==> config.mk <==
export PLATFORM = sky130hd
export DESIGN_NAME = gamepad_axis_conditioner_unit_flat
export DESIGN_NICKNAME = d
export VERILOG_FILES = /design/src/rtl/gpac_pkg.sv /design/src/rtl/gpac_channels.sv /design/src/rtl/gamepad_axis_conditioner_unit.sv /design/src/rtl/gpac_div.sv /design/src/flat_wrapper.sv
export SDC_FILE = /design/constraint.sdc
export NUM_CORES = 2
export LEC_CHECK = 0
export BUFFER_PORTS_ARGS = -buffer_cell sky130_fd_sc_hd__clkbuf_2
export CAP_MARGIN = 20
export CORE_UTILIZATION = 29
export CTS_CLUSTER_DIAMETER = 40
export DETAILED_ROUTE_END_ITERATION = 10
export HOLD_SLACK_MARGIN = 0.15
export MAX_ROUTING_LAYER = met4
export PLACE_DENSITY = 0.4
export SLEW_MARGIN = 10
export SYNTH_ARGS = -nofsm -noshare
export SYNTH_HDL_FRONTEND = slang
export SYNTH_SLANG_ARGS = --single-unit
==> constraint.sdc <==
create_clock -name clock -period 43.9 [get_ports clock]
set_input_delay 8.78 -clock clock [delete_from_list [all_inputs] [get_ports clock]]
set_output_delay 8.78 -clock clock [all_outputs]
set_load 0.01 [all_outputs]
==> src/rtl/gpac_pkg.sv <==
// Shared types, constants and helpers of the gamepad axis conditioner.
// Depends on nothing; every other file of the block imports it.
package gpac_pkg;

   // Raw axis fields use only their low AXIS_BITS bits
   localparam int AXIS_BITS = 16;
   localparam int AXIS_W    = 16;
   localparam int QUO_BITS  = 16;             // fraction bits of a rescaled stick value
   localparam int MAG_W     = QUO_BITS + 1;   // stick magnitude 0..1.0 in Q1.16
   localparam int GAIN_W    = 16;
   localparam int SPEED_W   = 32;
   localparam int PROD_W    = MAG_W + SPEED_W;
   localparam int ANGLE_W   = 32;
   localparam int CSR_IDX_W = 3;
   localparam int CSR_DAT_W = 32;

   // Register reset values
   localparam logic [14:0] DEADZONE_RST   = 15'd4915;
   localparam logic [14:0] TRIG_THR_RST   = 15'd3277;
   localparam logic [15:0] MOVE_GAIN_RST  = 16'd256;
   localparam logic [15:0] LOOK_GAIN_RST  = 16'd30720;
   localparam logic [15:0] FRAME_TIME_RST = 16'd1092;
   localparam logic [31:0] PITCH_MAX_RST  = 32'sd5832704;
   localparam logic [31:0] PITCH_MIN_RST  = -32'sd5832704;

   typedef enum logic [CSR_IDX_W-1:0] {
      CSR_DEADZONE   = 3'd0,
      CSR_TRIG_THR   = 3'd1,
      CSR_MOVE_GAIN  = 3'd2,
      CSR_LOOK_GAIN  = 3'd3,
      CSR_FRAME_TIME = 3'd4,
      CSR_PITCH_MAX  = 3'd5,
      CSR_PITCH_MIN  = 3'd6
   } csr_index_type;

   typedef struct packed {
      logic                     connected;
      logic signed [AXIS_W-1:0] left_x;
      logic signed [AXIS_W-1:0] left_y;
      logic signed [AXIS_W-1:0] right_x;
      logic signed [AXIS_W-1:0] right_y;
      logic signed [AXIS_W-1:0] left_trigger;
      logic signed [AXIS_W-1:0] right_trigger;
      logic                     right_bumper;
      logic                     left_bumper;
      logic                     back_button;
   } req_word_type;

   typedef struct packed {
      logic signed [31:0] move_x;
      logic               move_x_valid;
      logic signed [31:0] move_up;
      logic               move_up_valid;
      logic signed [31:0] move_fwd;
      logic               move_fwd_valid;
      logic signed [31:0] yaw_out;
      logic signed [31:0] pitch_out;
      logic               next_env;
      logic               prev_env;
      logic               reset_camera;
   } rsp_word_type;

   typedef struct packed {
      logic [CSR_IDX_W-1:0] index;
      logic [CSR_DAT_W-1:0] value;
   } csr_word_type;

   // Scale the low AXIS_BITS bits of a raw field up to signed Q1.15
   function automatic logic signed [AXIS_W-1:0] axis_q15(input logic [AXIS_W-1:0] raw);
      logic [AXIS_W-1:0] shifted;
      shifted = raw << (AXIS_W - AXIS_BITS);
      return $signed(shifted);
   endfunction

   // Map a trigger from -1..1 to 0..1 in Q0.16, zero at or below the threshold
   function automatic logic [15:0] trigger_q16(input logic [AXIS_W-1:0] raw,
                                                input logic [14:0] thr);
      logic [AXIS_W-1:0] v;
      logic [15:0]       t;
      v = axis_q15(raw);
      t = {~v[15], v[14:0]};
      return (t > {thr, 1'b0}) ? t : 16'd0;
   endfunction

endpackage

==> src/rtl/gpac_channels.sv <==
// Handshake channels of the gamepad axis conditioner: poll words, result words, CSR writes.
// Depends on gpac_pkg for the payload types.
interface gpac_req_if;
   import gpac_pkg::*;
   logic         valid;
   logic         ready;
   req_word_type data;
   modport source (output valid, output data, input ready);
   modport sink   (input valid, input data, output ready);
endinterface

interface gpac_rsp_if;
   import gpac_pkg::*;
   logic         valid;
   logic         ready;
   rsp_word_type data;
   modport source (output valid, output data, input ready);
   modport sink   (input valid, input data, output ready);
endinterface

interface gpac_csr_if;
   import gpac_pkg::*;
   logic         valid;
   logic         ready;
   csr_word_type data;
   modport source (output valid, output data, input ready);
   modport sink   (input valid, input data, output ready);
endinterface

==> src/rtl/gamepad_axis_conditioner_unit.sv <==
// Top level of the gamepad axis conditioner: sequencer, shared multiplier, state, CSRs.
// Depends on gpac_pkg, the channel interfaces in gpac_channels and the divider gpac_div.
//
// One poll word is taken at a time. For a connected poll, the four stick axes pass one by one
// through the shared restoring divider (one quotient bit per cycle), then six products go
// through the single 17x32 multiplier, one per cycle, followed by a drain, a pitch clamp
// and a result state, in which its result word is registered. A disconnected poll goes
// straight to the result state. The result register lets the sequencer take the next poll
// while a result is still waiting to be read; a new result is held back only while the
// previous one is still unread. CSR writes are taken every cycle.
module gamepad_axis_conditioner_unit (
   input logic   clock,
   input logic   reset,
   gpac_req_if.sink   req_ch,
   gpac_rsp_if.source rsp_ch,
   gpac_csr_if.sink   csr_ch
);
   import gpac_pkg::*;

   typedef enum logic [2:0] {
      S_IDLE,
      S_DIV_START,
      S_DIV_WAIT,
      S_MUL,
      S_DRAIN,
      S_CLAMP,
      S_RESULT
   } state_type;

   typedef enum logic [2:0] {
      OP_SPEED,
      OP_MX,
      OP_MF,
      OP_MU,
      OP_YAW,
      OP_PITCH
   } op_type;

   // Configuration registers
   logic [14:0]             deadzone_ff;
   logic [14:0]             trig_thr_ff;
   logic [GAIN_W-1:0]       move_gain_ff;
   logic [GAIN_W-1:0]       look_gain_ff;
   logic [GAIN_W-1:0]       frame_time_ff;
   logic signed [ANGLE_W-1:0] pitch_max_ff;
   logic signed [ANGLE_W-1:0] pitch_min_ff;

   // Sequencer and working registers
   state_type               state_ff;
   op_type                  op_ff;
   logic [1:0]              axis_ff;
   req_word_type            item_ff;
   logic [MAG_W-1:0]        mag_ff [4];
   logic [3:0]              neg_ff;
   logic [SPEED_W-1:0]      speed_ff;
   logic [PROD_W-1:0]       prod_ff;
   op_type                  prod_op_ff;
   logic                    prod_vld_ff;
   logic signed [31:0]      mx_ff;
   logic signed [31:0]      mf_ff;
   logic signed [31:0]      mu_ff;
   logic signed [ANGLE_W:0] pitch_sum_ff;

   // Persistent state
   logic [2:0]              last_buttons_ff;
   logic [ANGLE_W-1:0]      yaw_ff;
   logic signed [ANGLE_W-1:0] pitch_ff;

   // Result register
   logic                    rsp_valid_ff;
   rsp_word_type            rsp_data_ff;

   // Combinational helpers
   logic [AXIS_W-1:0]       axis_raw;
   logic signed [AXIS_W-1:0] axis_v;
   logic                    axis_neg;
   logic [15:0]             axis_mag;
   logic [15:0]             div_dividend;
   logic [15:0]             div_divisor;
   logic                    div_start;
   logic                    div_done;
   logic [MAG_W-1:0]        div_quotient;
   logic [15:0]             lt_q16;
   logic [15:0]             rt_q16;
   logic signed [16:0]      trig_diff;
   logic                    mu_neg;
   logic [15:0]             mu_mag;
   logic                    mu_valid;
   logic [MAG_W-1:0]        mul_a;
   logic [SPEED_W-1:0]      mul_b;
   logic [31:0]             move_q;
   logic [ANGLE_W-1:0]      look_q;
   logic signed [ANGLE_W:0] look_q33;
   logic signed [ANGLE_W:0] pitch33;
   logic signed [ANGLE_W:0] pmax33;
   logic signed [ANGLE_W:0] pmin33;
   logic signed [ANGLE_W:0] clamp_hi;
   logic signed [ANGLE_W:0] clamp_lo;
   logic                    look_active;
   logic [2:0]              buttons_now;
   logic [2:0]              edges;
   logic                    out_free;
   logic                    req_fire;

   assign req_ch.ready = (state_ff == S_IDLE);
   assign req_fire     = req_ch.valid && req_ch.ready;
   assign csr_ch.ready = 1'b1;
   assign out_free     = !rsp_valid_ff || rsp_ch.ready;

   // Select the stick axis that goes to the divider next
   always_comb begin
      case (axis_ff)
         2'd0:    axis_raw = item_ff.left_x;
         2'd1:    axis_raw = item_ff.left_y;
         2'd2:    axis_raw = item_ff.right_x;
         default: axis_raw = item_ff.right_y;
      endcase
      axis_v       = axis_q15(axis_raw);
      axis_neg     = axis_v[AXIS_W-1];
      axis_mag     = axis_neg ? 16'(~axis_v + 1'b1) : axis_v;
      div_dividend = (axis_mag >= {1'b0, deadzone_ff}) ? 16'(axis_mag - {1'b0, deadzone_ff})
                                                       : 16'd0;
      div_divisor  = 16'h8000 - {1'b0, deadzone_ff};
   end

   assign div_start = (state_ff == S_DIV_START);

   gpac_div u_div (
      .clock    (clock),
      .reset    (reset),
      .start    (div_start),
      .dividend (div_dividend),
      .divisor  (div_divisor),
      .done     (div_done),
      .quotient (div_quotient)
   );

   // Triggers and their difference for the vertical move
   always_comb begin
      lt_q16    = trigger_q16(item_ff.left_trigger, trig_thr_ff);
      rt_q16    = trigger_q16(item_ff.right_trigger, trig_thr_ff);
      trig_diff = $signed({1'b0, rt_q16}) - $signed({1'b0, lt_q16});
      mu_neg    = trig_diff[16];
      mu_mag    = mu_neg ? 16'(-trig_diff) : trig_diff[15:0];
      mu_valid  = (lt_q16 != 16'd0) || (rt_q16 != 16'd0);
   end

   // Operand select for the shared multiplier
   always_comb begin
      unique case (op_ff)
         OP_SPEED: begin
            mul_a = MAG_W'(look_gain_ff);
            mul_b = SPEED_W'(frame_time_ff);
         end
         OP_MX: begin
            mul_a = mag_ff[0];
            mul_b = SPEED_W'(move_gain_ff);
         end
         OP_MF: begin
            mul_a = mag_ff[1];
            mul_b = SPEED_W'(move_gain_ff);
         end
         OP_MU: begin
            mul_a = MAG_W'(mu_mag);
            mul_b = SPEED_W'(move_gain_ff);
         end
         OP_YAW: begin
            mul_a = mag_ff[2];
            mul_b = speed_ff;
         end
         OP_PITCH: begin
            mul_a = mag_ff[3];
            mul_b = speed_ff;
         end
         default: begin
            mul_a = '0;
            mul_b = '0;
         end
      endcase
   end

   // Truncated magnitudes taken from the product register, and the pitch clamp
   always_comb begin
      move_q   = prod_ff[39:8];
      look_q   = ANGLE_W'(prod_ff[PROD_W-1:24]);
      look_q33 = $signed({1'b0, look_q});
      pitch33  = $signed({pitch_ff[ANGLE_W-1], pitch_ff});
      pmax33   = $signed({pitch_max_ff[ANGLE_W-1], pitch_max_ff});
      pmin33   = $signed({pitch_min_ff[ANGLE_W-1], pitch_min_ff});
      clamp_hi = (pitch_sum_ff > pmax33) ? pmax33 : pitch_sum_ff;
      clamp_lo = (clamp_hi < pmin33) ? pmin33 : clamp_hi;
   end

   assign look_active = (mag_ff[2] != '0) || (mag_ff[3] != '0);
   assign buttons_now = {item_ff.back_button, item_ff.left_bumper, item_ff.right_bumper};
   assign edges       = buttons_now & ~last_buttons_ff;

   // Write configuration registers
   always_ff @(posedge clock) begin
      if (reset) begin
         deadzone_ff   <= DEADZONE_RST;
         trig_thr_ff   <= TRIG_THR_RST;
         move_gain_ff  <= MOVE_GAIN_RST;
         look_gain_ff  <= LOOK_GAIN_RST;
         frame_time_ff <= FRAME_TIME_RST;
         pitch_max_ff  <= PITCH_MAX_RST;
         pitch_min_ff  <= PITCH_MIN_RST;
      end else if (csr_ch.valid && csr_ch.ready) begin
         unique case (csr_ch.data.index)
            CSR_DEADZONE:   deadzone_ff   <= csr_ch.data.value[14:0];
            CSR_TRIG_THR:   trig_thr_ff   <= csr_ch.data.value[14:0];
            CSR_MOVE_GAIN:  move_gain_ff  <= csr_ch.data.value[15:0];
            CSR_LOOK_GAIN:  look_gain_ff  <= csr_ch.data.value[15:0];
            CSR_FRAME_TIME: frame_time_ff <= csr_ch.data.value[15:0];
            CSR_PITCH_MAX:  pitch_max_ff  <= csr_ch.data.value;
            CSR_PITCH_MIN:  pitch_min_ff  <= csr_ch.data.value;
            default: ;
         endcase
      end
   end

   // Multiplier pipeline register and the consumers of its product
   always_ff @(posedge clock) begin
      if (reset) begin
         prod_vld_ff <= 1'b0;
         yaw_ff      <= '0;
      end else begin
         prod_vld_ff <= (state_ff == S_MUL);
         prod_op_ff  <= op_ff;
         prod_ff     <= mul_a * mul_b;
         if (prod_vld_ff) begin
            case (prod_op_ff)
               OP_SPEED: speed_ff <= prod_ff[SPEED_W-1:0];
               OP_MX:    mx_ff    <= neg_ff[0] ? -$signed(move_q) : $signed(move_q);
               OP_MF:    mf_ff    <= neg_ff[1] ? $signed(move_q) : -$signed(move_q);
               OP_MU:    mu_ff    <= mu_neg ? -$signed(move_q) : $signed(move_q);
               OP_YAW:   yaw_ff   <= neg_ff[2] ? yaw_ff - look_q : yaw_ff + look_q;
               OP_PITCH: pitch_sum_ff <= neg_ff[3] ? pitch33 + look_q33 : pitch33 - look_q33;
               default: ;
            endcase
         end
      end
   end

   // Sequencer, persistent state and result register
   always_ff @(posedge clock) begin
      if (reset) begin
         state_ff        <= S_IDLE;
         op_ff           <= OP_SPEED;
         axis_ff         <= 2'd0;
         rsp_valid_ff    <= 1'b0;
         last_buttons_ff <= 3'b000;
         pitch_ff        <= '0;
      end else begin
         // raise the result flag when a word is loaded, drop it once taken
         if (state_ff == S_RESULT && out_free) begin
            rsp_valid_ff <= 1'b1;
         end else if (rsp_ch.ready) begin
            rsp_valid_ff <= 1'b0;
         end
         unique case (state_ff)
            S_IDLE: begin
               if (req_fire) begin
                  item_ff  <= req_ch.data;
                  axis_ff  <= 2'd0;
                  state_ff <= req_ch.data.connected ? S_DIV_START : S_RESULT;
               end
            end
            S_DIV_START: begin
               neg_ff[axis_ff] <= axis_neg;
               state_ff        <= S_DIV_WAIT;
            end
            S_DIV_WAIT: begin
               if (div_done) begin
                  mag_ff[axis_ff] <= div_quotient;
                  if (axis_ff == 2'd3) begin
                     op_ff    <= OP_SPEED;
                     state_ff <= S_MUL;
                  end else begin
                     axis_ff  <= axis_ff + 2'd1;
                     state_ff <= S_DIV_START;
                  end
               end
            end
            S_MUL: begin
               // advance through the products, one per cycle
               if (op_ff == OP_PITCH) begin
                  state_ff <= S_DRAIN;
               end else begin
                  op_ff <= op_type'(op_ff + 3'd1);
               end
            end
            S_DRAIN: begin
               state_ff <= S_CLAMP;
            end
            S_CLAMP: begin
               // hold pitch when the right stick is idle
               if (look_active) begin
                  pitch_ff <= clamp_lo[ANGLE_W-1:0];
               end
               state_ff <= S_RESULT;
            end
            S_RESULT: begin
               if (out_free) begin
                  rsp_data_ff.move_x         <= item_ff.connected ? mx_ff : '0;
                  rsp_data_ff.move_x_valid   <= item_ff.connected && (mag_ff[0] != '0);
                  rsp_data_ff.move_up        <= (item_ff.connected && mu_valid) ? mu_ff : '0;
                  rsp_data_ff.move_up_valid  <= item_ff.connected && mu_valid;
                  rsp_data_ff.move_fwd       <= item_ff.connected ? mf_ff : '0;
                  rsp_data_ff.move_fwd_valid <= item_ff.connected && (mag_ff[1] != '0);
                  rsp_data_ff.yaw_out        <= yaw_ff;
                  rsp_data_ff.pitch_out      <= pitch_ff;
                  rsp_data_ff.next_env       <= item_ff.connected && edges[0];
                  rsp_data_ff.prev_env       <= item_ff.connected && edges[1];
                  rsp_data_ff.reset_camera   <= item_ff.connected && edges[2];
                  if (item_ff.connected) begin
                     last_buttons_ff <= buttons_now;
                  end
                  state_ff <= S_IDLE;
               end
            end
            default: state_ff <= S_IDLE;
         endcase
      end
   end

   assign rsp_ch.valid = rsp_valid_ff;
   assign rsp_ch.data  = rsp_data_ff;

   // The divider only reports a quotient while the sequencer waits for it
   a_div_done_in_wait: assert property (@(posedge clock) disable iff (reset)
      div_done |-> (state_ff == S_DIV_WAIT))
      else $error("divider finished outside the wait state");

   // A move field is zero whenever its valid bit is clear
   a_move_zero: assert property (@(posedge clock) disable iff (reset)
      rsp_valid_ff |-> ((rsp_data_ff.move_x_valid || rsp_data_ff.move_x == '0) &&
                        (rsp_data_ff.move_up_valid || rsp_data_ff.move_up == '0) &&
                        (rsp_data_ff.move_fwd_valid || rsp_data_ff.move_fwd == '0)))
      else $error("move field nonzero with valid bit clear");

   // After a clamp with consistent limits the pitch lies between them
   a_pitch_limits: assert property (@(posedge clock) disable iff (reset)
      (state_ff == S_CLAMP && look_active && pitch_min_ff <= pitch_max_ff) |=>
         (pitch_ff <= $past(pitch_max_ff) && pitch_ff >= $past(pitch_min_ff)))
      else $error("pitch outside its limits after clamp");

   // A new poll is never taken while a product is still in flight
   a_idle_quiet: assert property (@(posedge clock) disable iff (reset)
      req_fire |-> !prod_vld_ff)
      else $error("poll accepted with multiplier busy");

endmodule

==> src/rtl/gpac_div.sv <==
// Restoring divider for the stick rescale: (dividend << 16) / divisor, one bit per cycle.
// Depends on gpac_pkg for widths. Requires dividend <= divisor, so the quotient is <= 1.0.
module gpac_div (
   input  logic                      clock,
   input  logic                      reset,
   input  logic                      start,
   input  logic [15:0]               dividend,
   input  logic [15:0]               divisor,
   output logic                      done,
   output logic [gpac_pkg::MAG_W-1:0] quotient
);
   import gpac_pkg::*;

   localparam int CNT_W = $clog2(QUO_BITS + 1);

   logic             busy_ff;
   logic             done_ff;
   logic [CNT_W-1:0] count_ff;
   logic [15:0]      rem_ff;
   logic [15:0]      divisor_ff;
   logic [MAG_W-1:0] quo_ff;

   logic [16:0]      rem_shift;
   logic             bit_in;
   logic [15:0]      rem_in;
   logic             top_bit;

   // Integer bit of the quotient, decided at start
   assign top_bit = (dividend >= divisor);

   // One restoring step on the partial remainder
   always_comb begin
      rem_shift = {rem_ff, 1'b0};
      bit_in    = (rem_shift >= {1'b0, divisor_ff});
      rem_in    = bit_in ? 16'(rem_shift - {1'b0, divisor_ff}) : rem_shift[15:0];
   end

   always_ff @(posedge clock) begin
      if (reset) begin
         busy_ff  <= 1'b0;
         done_ff  <= 1'b0;
         count_ff <= '0;
      end else begin
         done_ff <= 1'b0;
         if (start) begin
            busy_ff    <= 1'b1;
            count_ff   <= CNT_W'(QUO_BITS);
            divisor_ff <= divisor;
            rem_ff     <= top_bit ? 16'(dividend - divisor) : dividend;
            quo_ff     <= {{(MAG_W-1){1'b0}}, top_bit};
         end else if (busy_ff) begin
            rem_ff   <= rem_in;
            quo_ff   <= {quo_ff[MAG_W-2:0], bit_in};
            count_ff <= count_ff - 1'b1;
            if (count_ff == CNT_W'(1)) begin
               busy_ff <= 1'b0;
               done_ff <= 1'b1;
            end
         end
      end
   end

   assign done     = done_ff;
   assign quotient = quo_ff;

endmodule
==> src/flat_wrapper.sv <==
// flat-port wrapper written by rule: the top's interface ports become plain ports
module gamepad_axis_conditioner_unit_flat import gpac_pkg::*;
  (clock, reset, req_ch_valid, req_ch_data, req_ch_ready, rsp_ch_valid, rsp_ch_data, rsp_ch_ready, csr_ch_valid, csr_ch_data, csr_ch_ready);
  gpac_req_if req_ch_i ();
  gpac_rsp_if rsp_ch_i ();
  gpac_csr_if csr_ch_i ();
  input logic clock;
  input logic reset;
  input wire logic [$bits(req_ch_i.valid)-1:0] req_ch_valid;
  input wire logic [$bits(req_ch_i.data)-1:0] req_ch_data;
  output wire logic [$bits(req_ch_i.ready)-1:0] req_ch_ready;
  output wire logic [$bits(rsp_ch_i.valid)-1:0] rsp_ch_valid;
  output wire logic [$bits(rsp_ch_i.data)-1:0] rsp_ch_data;
  input wire logic [$bits(rsp_ch_i.ready)-1:0] rsp_ch_ready;
  input wire logic [$bits(csr_ch_i.valid)-1:0] csr_ch_valid;
  input wire logic [$bits(csr_ch_i.data)-1:0] csr_ch_data;
  output wire logic [$bits(csr_ch_i.ready)-1:0] csr_ch_ready;
  assign req_ch_i.valid = req_ch_valid;
  assign req_ch_i.data = req_ch_data;
  assign req_ch_ready = req_ch_i.ready;
  assign rsp_ch_valid = rsp_ch_i.valid;
  assign rsp_ch_data = rsp_ch_i.data;
  assign rsp_ch_i.ready = rsp_ch_ready;
  assign csr_ch_i.valid = csr_ch_valid;
  assign csr_ch_i.data = csr_ch_data;
  assign csr_ch_ready = csr_ch_i.ready;
  gamepad_axis_conditioner_unit u_core (.clock(clock), .reset(reset), .req_ch(req_ch_i), .rsp_ch(rsp_ch_i), .csr_ch(csr_ch_i));
endmodule
# Word-level counts from Yosys, hierarchy flattened
# Memories as Yosys holds them, arrays and structs flattened.
# Cells that the tools add are included.
dict set report op_classes {
  add_sub_neg 15
  mul 1
  magnitude_cmp 9
  n_eq_ne 33
  mux 51
  bitwise_logic 7
  n_reduce_logical 54
}
# operator count
set ops {}
lappend ops {{$mux 32} 5}
lappend ops {{$mux 16} 9}
lappend ops {{$pmux 17 s6} 1}
lappend ops {{$pmux 32 s3} 1}
lappend ops {{$reduce_bool 17->1} 4}
lappend ops {{$mux 33} 2}
lappend ops {{$mul 17x32->49} 1}
lappend ops {{$pmux 16 s3} 1}
lappend ops {{$add 32x26->33} 1}
lappend ops {{$gt 33x32->1} 1}
lappend ops {{$lt 33x32->1} 1}
lappend ops {{$sub 32x26->33} 1}
lappend ops {{$add 32x25->32} 1}
lappend ops {{$gt 16x16->1} 2}
lappend ops {{$neg 32->32} 1}
lappend ops {{$reduce_bool 16->1} 2}
lappend ops {{$sub 16x16->16} 2}
lappend ops {{$sub 32x25->32} 1}
lappend ops {{$eq 3x3->1 const B} 10}
lappend ops {{$eq 3x2->1 const B} 8}
lappend ops {{$mux 3} 8}
lappend ops {{$reduce_and 3->1} 8}
lappend ops {{$reduce_and 2->1} 11}
lappend ops {{$pmux 3 s7} 1}
lappend ops {{other kinds (40)} 87}
dict set report word_totals {
  register_bits 758
  ramBits 68
  in_bits 140
  out_inout_bits 169
  word_cells 223
  memories 1
}
# memory depth word_bits read_ports rd_clocked_by_memory_dff wr line_no
set memory_table {}
lappend memory_table {u_core.mag_ff 4 17 4 0 1 gamepad_axis_conditioner_unit.sv:53} ;# logic [MAG_W-1:0] mag_ff [4];

# Depth between registers and ports, before layout
dict set report logic_depth {
  ltp_word 10
  depth_mapped 50
  ltp_nobuf 49
}

# By module
# Synthesis repeated with hierarchy kept, for this count alone.
dict set report unflattened {
  hier_cells 6359
  area_unflattened_um2 61206.2
}
# module instances cells_per_inst area_per_inst_um2 seq_area_each_um2
set modules_own_cells {}
lappend modules_own_cells {gamepad_axis_conditioner_unit 1 5963 57194.9 20930.1}
lappend modules_own_cells {gpac_div 1 396 4011.3 1611.5}

# Least setup slack after synthesis
# No wires, ideal clock.
dict set report synth_timing {
  path_type {input to register}
  startpoint {input reset}
  endpoint {register u_core.rsp_data_ff (netlist bit u_core.rsp_ch.data[0]), enable pin}
  setup_ps 897
  t_arrival_ps 20367
  required_time_ps 43003
  setup_slack_ps 22637
  path_stages 3
  n_path_buf 2
  path_cell_list {clkbuf_1 clkbuf_1 nor3_1}
}
dict set report synth_between {
  elab_chain_cells 2
}
# item line_no
set synth_lines {}
lappend synth_lines {{start: declaration} flat_wrapper.sv:8} ;# input logic reset;
lappend synth_lines {{$not 1->1 (no source line)} n/a}
lappend synth_lines {{$reduce_and 3->1 (no source line)} n/a}
lappend synth_lines {{end: declaration} gamepad_axis_conditioner_unit.sv:71} ;# rsp_word_type rsp_data_ff;
# No other way between the ends.
# A chain may end at the register's enable or synchronous reset.

# Worst setup path after layout
dict set report layout_timing {
  startpoint {register u_core.item_ff[32] (netlist name)}
  endpoint {register u_core.prod_ff[46], data pin}
}
dict set report layout_between {
  elab_chain_cells 7
}
# item line_no
set layout_lines {}
lappend layout_lines {{start: declaration} gamepad_axis_conditioner_unit.sv:52} ;# req_word_type item_ff;
lappend layout_lines {{start signal: assignment} gamepad_axis_conditioner_unit.sv:264} ;# item_ff <= req_ch.data;
lappend layout_lines {{$gt 16x16->1} gpac_pkg.sv:82} ;# return (t > {thr, 1'b0}) ? t : 16'd0;
lappend layout_lines {{$mux 16 *} gpac_pkg.sv:82}
lappend layout_lines {{$sub 16x16->17 *} gamepad_axis_conditioner_unit.sv:142} ;# trig_diff = $signed({1'b0, rt_q16}) - $signed({1'b0, lt_q16});
lappend layout_lines {{$neg 16->16} gamepad_axis_conditioner_unit.sv:144} ;# mu_mag = mu_neg ? 16'(-trig_diff) : trig_diff[15:0];
lappend layout_lines {{$mux 16 *} gamepad_axis_conditioner_unit.sv:144}
lappend layout_lines {{$pmux 17 s6 *} gamepad_axis_conditioner_unit.sv:150} ;# unique case (op_ff)
lappend layout_lines {{$mul 17x32->49 *} gamepad_axis_conditioner_unit.sv:230} ;# prod_ff <= mul_a * mul_b;
lappend layout_lines {{end signal: assignment} gamepad_axis_conditioner_unit.sv:230}
lappend layout_lines {{end: declaration} gamepad_axis_conditioner_unit.sv:56} ;# logic [PROD_W-1:0] prod_ff;
# Every way passes the cells marked *; elsewhere a longest branch is shown, timed or not.

==> metrics.yaml <==
finClkSkew_ns: 0.0686
hold_path.class: "reg -> reg"
hpwl_um: 142000
max_clock_freq_mhz: 73.5
ir_drop_uv: 38.8
worstMarginPinSlew_ns: 1.14
worstPathArrival_ns: 14.13
grt_usage_pct: 19.3
clk_latency_ns: 0.81
die_h_um: 450
dr.first_iter.drc_count: 2742
power_density_nw_per_um2: 40.9
die_width_um: 450
max_stage_delay_ns: 0.57
cap_violations: 0
drv_slew: 0
p_leak_nw: 29.2
layout_commonest_cell: "nand2_1"
cts.sinks: 826
syn-num-nets: 6920
instances_no_fill: 9081
cts_resized: 0
antenna_found_initial: 9
cp_num_buf_inv: 8
ys_ff_latch: 826
first_global_vias: 43600
setup.worst_path.end_class: "flop"
seq_area_frac_synth_pct: 38.8
drc: 0
rows: 164
crit_fanout: 32
path_class: "reg -> reg"
cts_buffers: 170
clockBufferDepth: 3
tns_ns: 0
swShare_pct: 30.7
portBuffers: 307
routed_wl_um: 191000
switchingPower_w: 0.000865
cts-root-buf: "clkbuf_16"
grt_max_degree: 130
min_period_ns: 13.61
synth_flop_cell: "edfxtp_1"
core_um2: 199000
grt_setup_unrepaired: "false"
gp_congestion: 0.876
seqPwrFrac_pct: 33.4
max-slew-margin-rel_pct: 23.5
syn_inst: 5967
vias: 42700
dp.cells: 8755
drive_above_1_share_pct: 11.8
status: "finished, final reports clean"
fill_cells: 20400
cts_tree: "done"
cts.hold.buffers_added: 0
ys_warn_count: 0
first_pass_iters: 6
crit_required_ns: 44.42
ant_nets: 0
routedWlPerCell_um: 21.0
slowest_stage: "a41oi_1"
clkPwrFrac_pct: 47.1
h-tree-depth: 4
start_util_pct: 29.2
synth-async-reset-ratio_pct: 0
ys_types: 84
intPower_w: 0.00195
finalHoldViolations: 0
vias_per_cell: 4.70
num-nets-final: 7225
timing.hold.ws_ns: 0.422
synth-edff-count: 600
syn_to_final_growth_pct: 18.3
io_pins: 309
die-area_um2: 202000
finalSetupViolCount: 0
postCtsSetupBuffers: 0
cp_top_family: "compound AO/OA/AOI/OAI gates"
start_kind: "flop"
grt.overflow.total: 0
cpMostUsedCell: "fa_1"
post-route-period-util_pct: 31.0
netlist_area_um2: 58200
syn-mean-instance-area_um2: 9.75
grt_pass1_wl_um: 288000
combinationalPowerShare_pct: 19.5
path_clk_slew_ns: 0.05
final_cell_mix: "nand2_1, inv_1, edfxtp_1"
cell usage after synthesis (19+ instances only):
cell type	instances	share of area (%)
or3_1	26	0.28
nand4_1	41	0.44
a211oi_1	39	0.50
o211ai_1	67	0.86
mux2i_1	19	0.33
and2_1	211	2.3
a22oi_1	38	0.49
nor4_1	34	0.37
nor3_1	59	0.51
o21ai_0	132	1.1
nor2b_1	57	0.61
edfxtp_1	600	31
xor2_1	113	1.7
ha_1	358	7.7
nand3_1	80	0.69
nand2_1	1041	6.7
dfxtp_1	226	7.8
fa_1	455	16
o21a_1	38	0.49
a21o_1	99	1.3
inv_1	747	4.8
and3_1	24	0.26
buf_2	29	0.25
clkbuf_1	218	1.4
nor2_1	351	2.3
xnor2_1	206	3.1
nand2b_1	62	0.67
a21oi_1	343	3.0
metal layers:
metal	up-vias	GRT usage, %	part of all wire (%)
met4	0	4.71	2.0
met3	217	2.77	4.2
met1	21100	27.2	50
met5	-	-	0
met2	940	29.2	44
li1	20500	-	-
worst paths after layout:
path	from	to	slack, ns	depth (start not counted)
max	u_core.item_ff[32]$_DFFE_PP_	u_core.prod_ff[46]$_DFFE_PN_	30.29	48
min	u_core.prod_ff[3]$_DFFE_PN_	u_core.speed_ff[3]$_DFFE_PP_	0.42	0
max reg2reg	u_core.item_ff[32]$_DFFE_PP_	u_core.prod_ff[46]$_DFFE_PN_	30.29	48
min reg2reg	u_core.prod_ff[3]$_DFFE_PN_	u_core.speed_ff[3]$_DFFE_PP_	0.42	0
power by group through the flow:
stage	Combinational (W)	Clock, W	Sequential [W]
detailed placement	0.000551	0	0.000956
CTS	0.000555	0.00136	0.000942
global placement	0.000550	0	0.000956
floorplan	0.000385	0	0.000936
global route	0.000613	0.00139	0.000945
finish	0.000549	0.00132	0.000941
stage by stage:
| stage | setup slack [ns] | util [%] | cell area [um2] | total power [W] |
|---|---|---|---|---|
| 2_1_floorplan | 22.64 | - | 58200 | 0.00132 |
| 3_3_place_gp | 30.17 | 31.5 | 62800 | 0.00151 |
| 3_5_place_dp | 29.92 | 31.5 | 62900 | 0.00151 |
| 4_1_cts | 29.87 | 34.5 | 68800 | 0.00285 |
| 5_1_grt | 29.59 | 34.5 | 68800 | 0.00295 |
| 6_report | 30.29 | 34.5 | 68800 | 0.00281 |
worst register-to-register path, delay by kind of cell (launching register included):
family,cells,cell delay (ns)
flops,1,0.47
buf+inv,8,1.20
simple gates,9,2.08
xor+xnor,2,0.25
fa+ha+maj,10,4.45
compound gates,19,4.88
sequential cells by signal, indices dropped and copies added (netlist names), 33 cells and up:
name,cells
u_core.mag_ff,68
u_core.prod_ff,49
u_core.item_ff,97
u_core.pitch_sum_ff,33
u_core.rsp_ch.data,166
cells by family after synthesis:
logic type                 after synthesis  synth area share, %
AOI/OAI and AO/OA                      917                 10.0
xor gates and xnor gates               319                 4.80
adders and majority gates              813                 23.4
buffers and inverters                 1017                 6.66
DFF                                    826                 38.8
muxes                                   26                0.463
other                                    1              0.00645
and+or+nand+nor                       2048                 15.9
final cells by class:
type                       count  area, um2  share of cell area, %
clock buffer                 188       4380                   6.37
clock inverter               132       1530                   2.23
sequential                   826      22500                   32.8
tap                         2656       3320                   4.83
inverter                     751       2820                   4.10
timing repair buffer         399       2270                   3.30
antenna                        5       12.5                 0.0182
multi-input combinational   4124      31900                   46.4
Power figures use the tool's default switching activity.
